==> config.mk <==
export PLATFORM = sky130hd
export DESIGN_NAME = byte_stream_token_scanner_core
export DESIGN_NICKNAME = d
export VERILOG_FILES = /design/src/hw/rtl/bstsc_pkg.sv /design/src/hw/rtl/byte_stream_token_scanner_core.sv
export SDC_FILE = /design/constraint.sdc
export NUM_CORES = 1
export LEC_CHECK = 0
export ABC_AREA = 1
export ABC_CLOCK_PERIOD_IN_PS = 6400
export BUFFER_PORTS_ARGS = -buffer_cell sky130_fd_sc_hd__buf_2
export CORE_MARGIN = 2
export CORE_UTILIZATION = 45
export DETAILED_ROUTE_END_ITERATION = 16
export PLACE_DENSITY_LB_ADDON = 0.08
export SETUP_SLACK_MARGIN = 0.4
export SLEW_MARGIN = 20
export SYNTH_ARGS = -nofsm -noshare
export SYNTH_HDL_FRONTEND = slang
export SYNTH_SLANG_ARGS = --single-unit
==> constraint.sdc <==
create_clock -name clk -period 6.4 [get_ports clk]
set_input_delay 1.6 -clock clk [delete_from_list [all_inputs] [get_ports clk]]
set_output_delay 1.6 -clock clk [all_outputs]
set_load 0.02 [all_outputs]
==> src/hw/rtl/bstsc_pkg.sv <==
package bstsc_pkg;

  localparam int MAX_TOKEN_LEN = 23;
  localparam int LEN_W = 5;
  localparam int VALUE_W = 31;
  localparam int POS_W = 16;

  localparam logic [VALUE_W-1:0] VALUE_MAX = {VALUE_W{1'b1}};

  // token kinds
  localparam logic [2:0] KIND_NUMBER  = 3'd0;
  localparam logic [2:0] KIND_IDENT   = 3'd1;
  localparam logic [2:0] KIND_OPER    = 3'd2;
  localparam logic [2:0] KIND_END     = 3'd3;
  localparam logic [2:0] KIND_INVALID = 3'd4;

  // scanner modes
  localparam logic [1:0] MODE_START = 2'd0;
  localparam logic [1:0] MODE_NUM   = 2'd1;
  localparam logic [1:0] MODE_IDENT = 2'd2;

  localparam logic [7:0] CH_NUL   = 8'h00;
  localparam logic [7:0] CH_TAB   = 8'h09;
  localparam logic [7:0] CH_LF    = 8'h0A;
  localparam logic [7:0] CH_SPACE = 8'h20;
  localparam logic [7:0] CH_PLUS  = 8'h2B;
  localparam logic [7:0] CH_MINUS = 8'h2D;
  localparam logic [7:0] CH_STAR  = 8'h2A;
  localparam logic [7:0] CH_SLASH = 8'h2F;
  localparam logic [7:0] CH_EQ    = 8'h3D;
  localparam logic [7:0] CH_LT    = 8'h3C;
  localparam logic [7:0] CH_GT    = 8'h3E;
  localparam logic [7:0] CH_UNDER = 8'h5F;

  typedef struct packed {
    logic [2:0]         kind;
    logic [VALUE_W-1:0] value;
    logic [POS_W-1:0]   start;
    logic [LEN_W-1:0]   len;
    logic [7:0]         lead;
    logic               ovf;
    logic               last;
  } result_t;

  function automatic logic is_digit(input logic [7:0] c);
    return (c >= 8'h30) && (c <= 8'h39);
  endfunction

  function automatic logic is_alpha(input logic [7:0] c);
    return ((c >= 8'h61) && (c <= 8'h7A)) || ((c >= 8'h41) && (c <= 8'h5A)) ||
           (c == CH_UNDER);
  endfunction

  function automatic logic is_op(input logic [7:0] c);
    return (c == CH_PLUS) || (c == CH_MINUS) || (c == CH_STAR) || (c == CH_SLASH) ||
           (c == CH_EQ) || (c == CH_LT) || (c == CH_GT);
  endfunction

endpackage

==> src/hw/rtl/byte_stream_token_scanner_core.sv <==
// Channel | signals                            | direction
// --------+------------------------------------+----------
// in      | in_valid, in_stall, char_in        | byte in
// out     | out_valid, out_stall, token_kind,  | token out
//         | number_value, start_pos, token_len,|
//         | lead_char, value_overflow, last    |
//
// One byte is scanned in the cycle it is transferred; its tokens (zero, one
// or two) land in a 4-entry result queue the same edge and leave one per cycle
// while out_stall is low. A byte is taken whenever the queue holds two free slots,
// so input runs at one byte per cycle unless out_stall or two-token bytes back it up.
// rst is synchronous: scanner back to start, position zero, queue empty.
// out_stall only fills the queue; in_stall rises once fewer than two slots are free.
module byte_stream_token_scanner_core
  import bstsc_pkg::*;
(
  input  logic               clk,
  input  logic               rst,
  input  logic               in_valid,
  output logic               in_stall,
  input  logic [7:0]         char_in,
  output logic               out_valid,
  input  logic               out_stall,
  output logic [2:0]         token_kind,
  output logic [VALUE_W-1:0] number_value,
  output logic [POS_W-1:0]   start_pos,
  output logic [LEN_W-1:0]   token_len,
  output logic [7:0]         lead_char,
  output logic               value_overflow,
  output logic               last
);

  // scanner state
  logic [1:0]         scan_mode, scan_mode_next;
  logic [POS_W-1:0]   position, position_next;
  logic [POS_W-1:0]   token_start, token_start_next;
  logic [LEN_W-1:0]   run_length, run_length_next;
  logic [VALUE_W-1:0] value_acc, value_acc_next;
  logic               acc_overflow, acc_overflow_next;
  logic [7:0]         first_byte, first_byte_next;

  // result queue
  result_t    queue [4];
  logic [1:0] wr_ptr, rd_ptr;
  logic [2:0] count, count_next;

  logic       accept, pop;
  logic       emit_close, emit_new, run_continues;
  result_t    close_res, new_res, push0, push1;
  logic [1:0] push_n;
  logic [34:0] acc_times10;
  logic [3:0]  digit;

  assign in_stall = (count > 3'd2);
  assign accept   = in_valid && !in_stall;
  assign out_valid = (count != 3'd0);
  assign pop       = out_valid && !out_stall;

  assign digit       = char_in[3:0];
  assign acc_times10 = ({4'b0, value_acc} << 3) + ({4'b0, value_acc} << 1) +
                       {31'b0, digit};

  always_comb begin
    scan_mode_next    = scan_mode;
    position_next     = position;
    token_start_next  = token_start;
    run_length_next   = run_length;
    value_acc_next    = value_acc;
    acc_overflow_next = acc_overflow;
    first_byte_next   = first_byte;
    emit_close        = 1'b0;
    emit_new          = 1'b0;
    run_continues     = 1'b0;
    close_res         = '0;
    new_res           = '0;

    // extend or close an open run
    case (scan_mode)
      MODE_NUM: begin
        if (is_digit(char_in) && (run_length < LEN_W'(MAX_TOKEN_LEN))) begin
          run_continues = 1'b1;
          if (acc_overflow || (acc_times10 > {4'b0, VALUE_MAX})) begin
            value_acc_next    = VALUE_MAX;
            acc_overflow_next = 1'b1;
          end else begin
            value_acc_next = acc_times10[VALUE_W-1:0];
          end
          run_length_next = run_length + LEN_W'(1);
          position_next   = position + POS_W'(1);
        end else begin
          emit_close      = 1'b1;
          close_res.kind  = KIND_NUMBER;
          close_res.value = value_acc;
          close_res.start = token_start;
          close_res.len   = run_length;
          close_res.lead  = first_byte;
          close_res.ovf   = acc_overflow;
        end
      end
      MODE_IDENT: begin
        if ((is_alpha(char_in) || is_digit(char_in)) &&
            (run_length < LEN_W'(MAX_TOKEN_LEN))) begin
          run_continues   = 1'b1;
          run_length_next = run_length + LEN_W'(1);
          position_next   = position + POS_W'(1);
        end else begin
          emit_close      = 1'b1;
          close_res.kind  = KIND_IDENT;
          close_res.start = token_start;
          close_res.len   = run_length;
          close_res.lead  = first_byte;
        end
      end
      default: ;
    endcase

    // byte not absorbed by a run: scan it from start
    if (!run_continues) begin
      scan_mode_next = MODE_START;
      new_res.start  = position;
      new_res.lead   = char_in;
      new_res.len    = LEN_W'(1);
      position_next  = position + POS_W'(1);
      if (char_in == CH_NUL) begin
        emit_new      = 1'b1;
        new_res.kind  = KIND_END;
        new_res.lead  = '0;
        new_res.len   = '0;
        position_next = '0;
      end else if ((char_in == CH_SPACE) || (char_in == CH_TAB) || (char_in == CH_LF)) begin
        // whitespace: just advance
      end else if (is_digit(char_in) || is_alpha(char_in)) begin
        scan_mode_next    = is_digit(char_in) ? MODE_NUM : MODE_IDENT;
        token_start_next  = position;
        run_length_next   = LEN_W'(1);
        first_byte_next   = char_in;
        value_acc_next    = is_digit(char_in) ? {27'b0, digit} : '0;
        acc_overflow_next = 1'b0;
      end else begin
        emit_new     = 1'b1;
        new_res.kind = is_op(char_in) ? KIND_OPER : KIND_INVALID;
      end
    end

    close_res.last = !emit_new;
    new_res.last   = 1'b1;
  end

  always_comb begin
    push0  = emit_close ? close_res : new_res;
    push1  = new_res;
    push_n = accept ? ({1'b0, emit_close} + {1'b0, emit_new}) : 2'd0;
  end

  assign count_next = count + {1'b0, push_n} - {2'b0, pop};

  always_ff @(posedge clk) begin
    if (rst) begin
      scan_mode    <= MODE_START;
      position     <= '0;
      token_start  <= '0;
      run_length   <= '0;
      value_acc    <= '0;
      acc_overflow <= 1'b0;
      first_byte   <= '0;
      wr_ptr       <= '0;
      rd_ptr       <= '0;
      count        <= '0;
    end else begin
      if (accept) begin
        scan_mode    <= scan_mode_next;
        position     <= position_next;
        token_start  <= token_start_next;
        run_length   <= run_length_next;
        value_acc    <= value_acc_next;
        acc_overflow <= acc_overflow_next;
        first_byte   <= first_byte_next;
      end
      wr_ptr <= wr_ptr + push_n;
      if (pop) begin
        rd_ptr <= rd_ptr + 2'd1;
      end
      count <= count_next;
    end
  end

  // queue storage, payload only
  always_ff @(posedge clk) begin
    if (push_n != 2'd0) begin
      queue[wr_ptr] <= push0;
    end
    if (push_n == 2'd2) begin
      queue[wr_ptr + 2'd1] <= push1;
    end
  end

  assign token_kind     = queue[rd_ptr].kind;
  assign number_value   = queue[rd_ptr].value;
  assign start_pos      = queue[rd_ptr].start;
  assign token_len      = queue[rd_ptr].len;
  assign lead_char      = queue[rd_ptr].lead;
  assign value_overflow = queue[rd_ptr].ovf;
  assign last           = queue[rd_ptr].last;

endmodule

# Word-level counts from Yosys, hierarchy flattened
# Memory sizes are Yosys's and may differ from the RTL's. A register that Yosys moved wholly into a read port is not among the register bits.
# Cells that the tools add are included.
# Widths: inputs -> output; s select.
[totals] reg_bits=86 ram_bits=260 in_bits=12 n_memories=1
[memory_table] memory="queue" depth=4 word_bits=65 read_ports=1 rd_clocked_by_memory_dff=1 wr=2 line_no="byte_stream_token_scanner_core.sv:43" text="result_t queue [4];"
[op_classes] add_sub_neg=10 order_cmp=9 eq_ne=17 muxes=63 n_bitwise=3 n_reduce_logical=28
[ops] op="$mux 31" n=8
[ops] op="$mux 65" n=1
[ops] op="$eq 8x6->1 const B" n=8
[ops] op="$mux 16" n=4
[ops] op="$mux 61" n=1
[ops] op="$mux 29" n=2
[ops] op="$pmux 29 s2" n=1
[ops] op="$add 34x32->35" n=1
[ops] op="$add 35x4->35" n=1
[ops] op="$gt 35x31->1 const B" n=1
[ops] op="$pmux 16 s2" n=1
[ops] op="$mux 5" n=6
[ops] op="$mux 1" n=21
[ops] op="$add 16x1->16 const B" n=1
[ops] op="$eq 8x4->1 const B" n=2
[ops] op="$ge 8x7->1 const B" n=2
[ops] op="$le 8x7->1 const B" n=2
[ops] op="$mux 3" n=5
[ops] op="$mux 2" n=7
[ops] op="$logic_or 1x1->1" n=12
[ops] op="$pmux 5 s2" n=1
[ops] op="$mux 9" n=1
[ops] op="$eq 8x7->1 const B" n=1
[ops] op="$ge 8x6->1 const B" n=1
[ops] op="25 further kinds" n=39

# Longest topological paths before layout
# Gate-level depths: netlist (run 1).
[depth] word_depth=14 ltp_mapped=24 mapped_depth_nobuf=24

# Worst setup path after synthesis (run 1)
# OpenSTA, ideal clock, no wires.
[synth_timing] kind="input to register" from="input char_in[1]" to="memory queue[3][63] in the netlist's numbering (data pin)" setup_time_ns=0.145 arrival_ns=4.757 t_required_ns=6.255 slack_ns=1.498 cell_stages=22 path_buffers=0 path_cell_list="inv_1 nand2_1 nor3_1 nand2_1 nand3_2 nand2_4 nand2_4 nand2_2 nand2_4 nand2_2 inv_1 ha_1 inv_1 nor2_4 inv_1 nor2_1 inv_1 nor3_1 nor2_1 inv_1 o21ai_0 nor2_1"
[synth_rtl] element="start, declared" line_no="byte_stream_token_scanner_core.sv:21" text="input logic [7:0] char_in,"
[synth_rtl] element="end, declared" line_no="byte_stream_token_scanner_core.sv:43"

==> results of run 1 <==
## cells in the final DEF, fill, tap and decap left out, drive strengths merged, types with 5 or more instances in the layout
cell    count
nand2     485
o21ai     355
nor2      252
dfxtp     236
o22ai     172
inv       161
a21oi     144
nand3     124
edfxtp    112
buf       107
ha         72
clkbuf     56
xor2       24
nor3       18
clkinv     15
xnor2      11
nor4        8
nand4       7
o21bai      5
## worst register-to-register path: stages, from the launching register on
cell and delay (ns):
sky130_fd_sc_hd__dfxtp_1 0.36, sky130_fd_sc_hd__inv_1 0.05, sky130_fd_sc_hd__ha_1 0.38, sky130_fd_sc_hd__inv_2 0.51
sky130_fd_sc_hd__nand2_2 0.12, sky130_fd_sc_hd__inv_1 0.17, sky130_fd_sc_hd__ha_1 0.27, sky130_fd_sc_hd__inv_1 0.06
sky130_fd_sc_hd__nor2_1 0.06, sky130_fd_sc_hd__nor2_1 0.24, sky130_fd_sc_hd__inv_1 0.11, sky130_fd_sc_hd__nand2_2 0.08
sky130_fd_sc_hd__inv_1 0.05, sky130_fd_sc_hd__nor2_2 0.07, sky130_fd_sc_hd__buf_4 0.43, sky130_fd_sc_hd__inv_1 0.38
sky130_fd_sc_hd__buf_4 0.36, sky130_fd_sc_hd__o21ai_0 0.15, sky130_fd_sc_hd__nor2_1 0.07
## sequential cells by signal (all words and copies together), names as in the netlist, named ones only
name,flops
count,3
value_acc,31
token_start,16
rd_ptr,2
position,16
scan_mode,2
first_byte,8
acc_overflow,1
queue,260
run_length,5
wr_ptr,2
## power by group through the flow
stage	Clock, µW	Sequential [µW]	Combinational [µW]
after floorplan	0	2480	1010
after global placement	0	2510	1500
after detailed placement	0	2510	1510
after CTS	2340	2460	1510
after global routing	2430	2470	1650
final	2300	2460	1510
## worst max path at each step
| stage | from | to |
|---|---|---|
| after floorplan | char_in[1] | queue[3][63]$_DFFE_PP_ |
| after global placement | char_in[1] | queue[1][63]$_DFFE_PP_ |
| after detailed placement | char_in[1] | queue[1][63]$_DFFE_PP_ |
| after CTS | char_in[1] | queue[1][63]$_DFFE_PP_ |
| after global routing | char_in[1] | queue[1][64]$_DFFE_PP_ |
| final | char_in[1] | queue[1][63]$_DFFE_PP_ |
## layer usage
metal,wire length (µm),vias to the layer above,track usage
li1,-,8092,-
met1,27510,7753,0.4109
met2,23700,577,0.3965
met3,4306,74,0.05022
met4,1063,0,0.06522
met5,0,-,0
## metrics by stage
stage,power [µW],hold WS (ns),setup slack [ns]
finish,6278,0.4522,1.353
global route,6545,0.4706,1.018
CTS,6309,0.4550,1.436
detailed placement,4015,0.4398,0.8361
global placement,4010,0.4333,0.9008
floorplan,3496,0.4231,1.498
## cells by family (layout without fill, tap and decap cells)
| logic type | Yosys count | in the layout | synth area share |
|---|---|---|---|
| AOI/OAI and AO/OA | 688 | 688 | 0.2110 |
| DFF | 348 | 348 | 0.4473 |
| adders and majority gates | 75 | 75 | 0.05314 |
| and+or+nand+nor | 898 | 898 | 0.2045 |
| buffers and inverters | 298 | 344 | 0.06705 |
| xor gates and xnor gates | 35 | 35 | 0.01695 |
## area by class of cell
class	instances	area, µm²	share of cell area
repair buffers	107	633.1	0.03148
clock inverters	19	205.2	0.01020
inverters	162	609.3	0.03030
well taps	525	656.9	0.03267
multi-input cells	1696	8800	0.4376
clock buffers	56	1112	0.05531
flip-flops and latches	348	8093	0.4024
==> flow_summary.json, run 1 <==
{
  "period_share": 0.7887,
  "final_nets": 2443,
  "post_route_cells_drive_above_1_share": 0.09380,
  "ys_top_cells_by_area": "sky130_fd_sc_hd__dfxtp_1 26%, sky130_fd_sc_hd__edfxtp_1 19%, sky130_fd_sc_hd__nand2_1 9.8%",
  "total_routed_length_mm": 56.58,
  "powerDensity_nw_per_um2": 312.2,
  "setup-tns-final_ns": 0,
  "route.detailed.drc": 0,
  "maxCapViolations": 0,
  "yosysMostFrequentCell": "sky130_fd_sc_hd__nand2_1",
  "ant_nets": 0,
  "fin_skew_ns": 0.02042,
  "post_layout_nonfiller_instances": 2913,
  "element_type_at_the_critical_path_end": "register",
  "io_buffer_count": 78,
  "ys_async_sr_fraction": 0,
  "min_to": "queue[1][61]$_SDFFE_PP0P_",
  "postCtsResizedCells": 0,
  "worst-path-buf-inv": 9,
  "seqPwrFrac": 0.392,
  "die_area_um2": 41800,
  "placedCellCount": 2838,
  "irDropWorstVdd_uv": 196.4,
  "routabilityCongestion": 0.9021,
  "row_count": 73,
  "grt_pass1_vias": 15288,
  "layout_min_cycle_time_ns": 5.047,
  "globalRouteOverflowTotal": 0,
  "ys_seq_elements": 348,
  "cts-hold-fix-buffers": 0,
  "regToRegEndpoint": "queue[1][63]$_DFFE_PP_",
  "first_iter_violations": 1808,
  "worstHoldStart": "queue[1][61]$_SDFFE_PP0P_",
  "cp_common_cell": "sky130_fd_sc_hd__inv_1",
  "synth_common_cells": "472 x sky130_fd_sc_hd__nand2_1, 316 x sky130_fd_sc_hd__o21ai_0, 248 x sky130_fd_sc_hd__nor2_1",
  "cp.depth": 25,
  "worst_hold_path.num_cells": 2,
  "tritoncts_buffer_count": 41,
  "setup.worst_path.class": "in2reg",
  "flow.area_growth_from_synthesis_pct": 11.21,
  "power_switching_uw": 2132,
  "design.core.area_um2": 39730,
  "grt_pass1_wl_mm": 88.55,
  "post-route-util": 0.5061,
  "ys_dominant_reg_cell": "sky130_fd_sc_hd__dfxtp_1",
  "sw_frac_of_total": 0.3396,
  "start_util": 0.4551,
  "max_clock_freq_mhz": 198.1,
  "floorplan.die.width_um": 204.5,
  "antenna_found_initial": 0,
  "clock_insertion_delay_worst_skew_ns": 0.57,
  "outcome": "complete, no violations",
  "grt_use_total": 0.2715,
  "dpl.hpwl_mm": 36.48,
  "combinationalPowerShare": 0.241,
  "cts.htree.levels": 2,
  "die_extent_in_y_um": 204.5,
  "cpPeakStageDelay_ns": 0.43,
  "cts_post_setup_buffers_inserted": 0,
  "yosysSeqAreaShare": 0.4473,
  "setup-violations-final": 0,
  "arrival_ns": 5.34,
  "final-max-slew-violation-count": 0,
  "worst_setup_path_start_kind": "input port",
  "largest_net_degree_at_the_start_of_global_routing": 73,
  "netlist_area_um2": 18080,
  "avgViaCountPerCell": 5.663,
  "internal-power_uw": 4146,
  "grt_setup_unrepaired": "false",
  "critPathRequiredTime_ns": 6.69,
  "synthDistinctLibCells": 42,
  "reg2reg_depth": 18,
  "layout.filler_cells": 3867,
  "timing_worst_slew_pin_value_ns": 1.090,
  "cts_tree": "done",
  "root_buffer": "sky130_fd_sc_hd__clkbuf_16",
  "synthDominantCellAreaShare": 0.2613,
  "clkSlewWorstSetupHoldPaths_ns": 0.06,
  "insertedDiodeCount": 0,
  "timing.critical_path.max_delay_family": "buffers and inverters",
  "timing.hold.worst.class": "reg2reg",
  "regToRegSetupSlack_ns": 2.22,
  "crit_path_top_delay_cell": "sky130_fd_sc_hd__buf_4",
  "clock_path_buffers": 3,
  "routed_wire_length_per_instance_um": 19.42,
  "num_io_pins": 79,
  "static-leakage-power_uw": 0.008034,
  "synth_nets": 2429,
  "synth_warnings": 0,
  "regToRegStartpoint": "scan_mode[0]$_SDFFE_PP0P_",
  "dpl-instance-area_um2": 18790,
  "hold_violations": 0,
  "critical_path_peak_fanout": 37,
  "synthesis.area_per_instance_um2": 7.721,
  "syn-instance-count": 2342,
  "power.share.clock": 0.367,
  "yosysTopAreaCell": "sky130_fd_sc_hd__dfxtp_1",
  "via_count": 16496,
  "firstDrtPassIters": 5,
  "design_area_um2": 20110,
  "cts_sinks": 348,
  "synth_edf_count": 112,
  "normalized_max_slew_margin": 0.2725
}
No activity file was read; power rests on OpenSTA's default activity.
==> run 2, diff against run 1 <==
--- a/config.mk
+++ b/config.mk
@@ -6,7 +6,7 @@
 export NUM_CORES = 1
 export LEC_CHECK = 0
 export ABC_AREA = 1
-export ABC_CLOCK_PERIOD_IN_PS = 6400
+export ABC_CLOCK_PERIOD_IN_PS = 4700
 export BUFFER_PORTS_ARGS = -buffer_cell sky130_fd_sc_hd__buf_2
 export CORE_MARGIN = 2
 export CORE_UTILIZATION = 45
==> constraint.sdc (replaced) <==
create_clock -name clk -period 4.7 [get_ports clk]
set_input_delay 1.175 -clock clk [delete_from_list [all_inputs] [get_ports clk]]
set_output_delay 1.175 -clock clk [all_outputs]
set_load 0.02 [all_outputs]
==> run 2 against run 1 <==
  * Core utilization grew 0.31 points
  * Register-to-register slack worse by 1.1 ns
  * Non-clock buffer count up 9
  * Clock skew shrank 0.0023 ns
  * Flip-flop and latch count stayed put
  * Sequential share of layout area is 0.24 points lower
  * Via count is 1.6% higher
  * Die area is the same
  * Final cell count increased by 0.24%
  * Setup slack got worse by 0.77 ns
==> flow_summary.json, run 2 (synthesized netlist as in run 1, its figures left out) <==
{
  "outcome": "complete, no violations",
  "root_buffer": "sky130_fd_sc_hd__clkbuf_16",
  "finalWorstSetupSlack_ns": 0.5859,
  "dpl.hpwl_mm": 36.28,
  "setup-tns-final_ns": 0,
  "crit_path_top_delay_cell": "sky130_fd_sc_hd__buf_4",
  "layout.filler_cells": 3883,
  "cpPeakStageDelay_ns": 0.78,
  "setup-violations-final": 0,
  "path_cells": "buf_4 -> o21ai_0 -> o22ai_1 -> buf_2",
  "power.share.clock": 0.356,
  "dpl-instance-area_um2": 18960,
  "firstDrtPassIters": 5,
  "floorplan.die.width_um": 204.5,
  "avgViaCountPerCell": 5.740,
  "element_type_at_the_critical_path_end": "output pin",
  "static-leakage-power_uw": 0.008070,
  "clkSlewWorstSetupHoldPaths_ns": 0.06,
  "pre_cts_setup_slack_ns": 0.08802,
  "regMostFlops": "queue",
  "row_count": 73,
  "arrival_ns": 2.94,
  "combinationalPowerShare": 0.244,
  "maxCapViolations": 0,
  "first_iter_violations": 1437,
  "die_area_um2": 41800,
  "routed_wire_length_per_instance_um": 19.49,
  "clock_path_buffers": 3,
  "worst_setup_path_start_kind": "register",
  "mostFrequentLayoutCell": "sky130_fd_sc_hd__nand2_1",
  "fin_skew_ns": 0.01808,
  "start_util": 0.4551,
  "via_count": 16760,
  "grt_use_total": 0.2707,
  "area_occupied_by_multi_input_gates_um2": 8810,
  "cts_post_setup_buffers_inserted": 0,
  "setup.worst_path.class": "reg2out",
  "io_buffer_count": 78,
  "final_cell_mix": "470 x sky130_fd_sc_hd__nand2_1, 316 x sky130_fd_sc_hd__o21ai_0, 245 x sky130_fd_sc_hd__nor2_1",
  "route.detailed.drc": 0,
  "reg_top3": "queue (260), value_acc (31)",
  "flow.area_growth_from_synthesis_pct": 11.88,
  "cts_sinks": 348,
  "area.sequential_um2": 8093,
  "num_io_pins": 79,
  "grt_pass1_vias": 15576,
  "seqPwrFrac": 0.400,
  "powerDensity_nw_per_um2": 419.1,
  "grt_setup_unrepaired": "false",
  "normalized_max_slew_margin": 0.2552,
  "final-max-slew-violation-count": 0,
  "largest_net_degree_at_the_start_of_global_routing": 85,
  "internal-power_uw": 5597,
  "routabilityCongestion": 0.9063,
  "post_route_cells_drive_above_1_share": 0.09896,
  "globalRouteOverflowTotal": 0,
  "layout_min_cycle_time_ns": 4.114,
  "worst_hold_path.num_cells": 2,
  "critPathRequiredTime_ns": 3.52,
  "clock_insertion_delay_worst_skew_ns": 0.55,
  "timing_worst_slew_pin_value_ns": 1.116,
  "design_area_um2": 20230,
  "cts.htree.levels": 2,
  "antenna_found_initial": 0,
  "power_switching_uw": 2881,
  "sw_frac_of_total": 0.3398,
  "max_clock_freq_mhz": 243.1,
  "critical_path_peak_fanout": 84,
  "design.core.area_um2": 39730,
  "timing.hold.worst.class": "reg2reg",
  "period_share": 0.8753,
  "final_nets": 2451,
  "cts_tree": "done",
  "irDropWorstVdd_uv": 242.4,
  "ant_nets": 0,
  "total_routed_length_mm": 56.92,
  "hold_violations": 0,
  "largest_register_ffs": 260,
  "grt_pass1_wl_mm": 88.75,
  "reg2reg_depth": 16,
  "insertedDiodeCount": 0,
  "die_extent_in_y_um": 204.5,
  "tritoncts_buffer_count": 40
}
[run 2: cell types whose count changed in the layout (fill, tap and decap cells not counted), sizes merged]
| cell | before | now |
|---|---|---|
| bufinv | 3 | 1 |
| buf | 107 | 116 |
| clkbuf | 56 | 59 |
| clkinvlp | 2 | 4 |
| clkinv | 15 | 13 |
| inv | 161 | 158 |
[run 2: layout make-up]
type	count	area share
multi-input combinational	1696	0.4355
sequential	348	0.4000
clock buffer	59	0.05671
timing repair buffer	116	0.03896
tap	525	0.03247
inverter	162	0.03068
clock inverter	14	0.005690
[run 2: power groups by stage]
stage | clock network, µW | registers, µW | logic [µW]
after floorplan | 0 | 3380 | 1380
after global placement | 0 | 3450 | 2060
after detailed placement | 0 | 3450 | 2070
after CTS | 3070 | 3390 | 2070
after global routing | 3190 | 3410 | 2250
final | 3020 | 3390 | 2070
[run 2: worst max-delay path, delay by kind of cell, from the launching register on]
kind / cells / cell delay [ns]
buffers and inverters: 2 / 1.03
AO/OA/AOI/OAI: 2 / 0.61
flip-flops: 1 / 0.67
[run 2: what timing repair did]
action	in CTS	in global routing
hold buffers	0	0
resized for setup	0	1
endpoints found under the setup margin	0	18
[run 2: per-stage QoR]
stage | hold WS [ns] | utilization | total power, µW | cells
final | 0.4513 | 0.5092 | 8478 | 2920
after global routing | 0.4707 | 0.5092 | 8850 | 2920
after CTS | 0.4527 | 0.5091 | 8528 | 2920
after detailed placement | 0.4395 | 0.4773 | 5519 | 2847
after global placement | 0.4327 | 0.4773 | 5510 | 2847
after floorplan | 0.4231 | - | 4763 | 2342
[run 2: final timing paths]
check | from | endpoint | slack, ns
max reg2reg | value_acc[2]$_SDFFE_PP0P_ | value_acc[1]$_SDFFE_PP0P_ | 1.17
min reg2reg | queue[1][40]$_SDFFE_PP0P_ | queue[1][40]$_SDFFE_PP0P_ | 0.45
min | queue[1][40]$_SDFFE_PP0P_ | queue[1][40]$_SDFFE_PP0P_ | 0.45
max | register | last | 0.59
[run 2: per-layer routing]
metal | wire [µm] | GRT usage | vias to the layer above
li1 | - | - | 8111
met1 | 27610 | 0.4148 | 7969
met2 | 24050 | 0.3964 | 616
met3 | 4395 | 0.04369 | 64
met4 | 865 | 0.06056 | 0
met5 | 0 | 0 | -
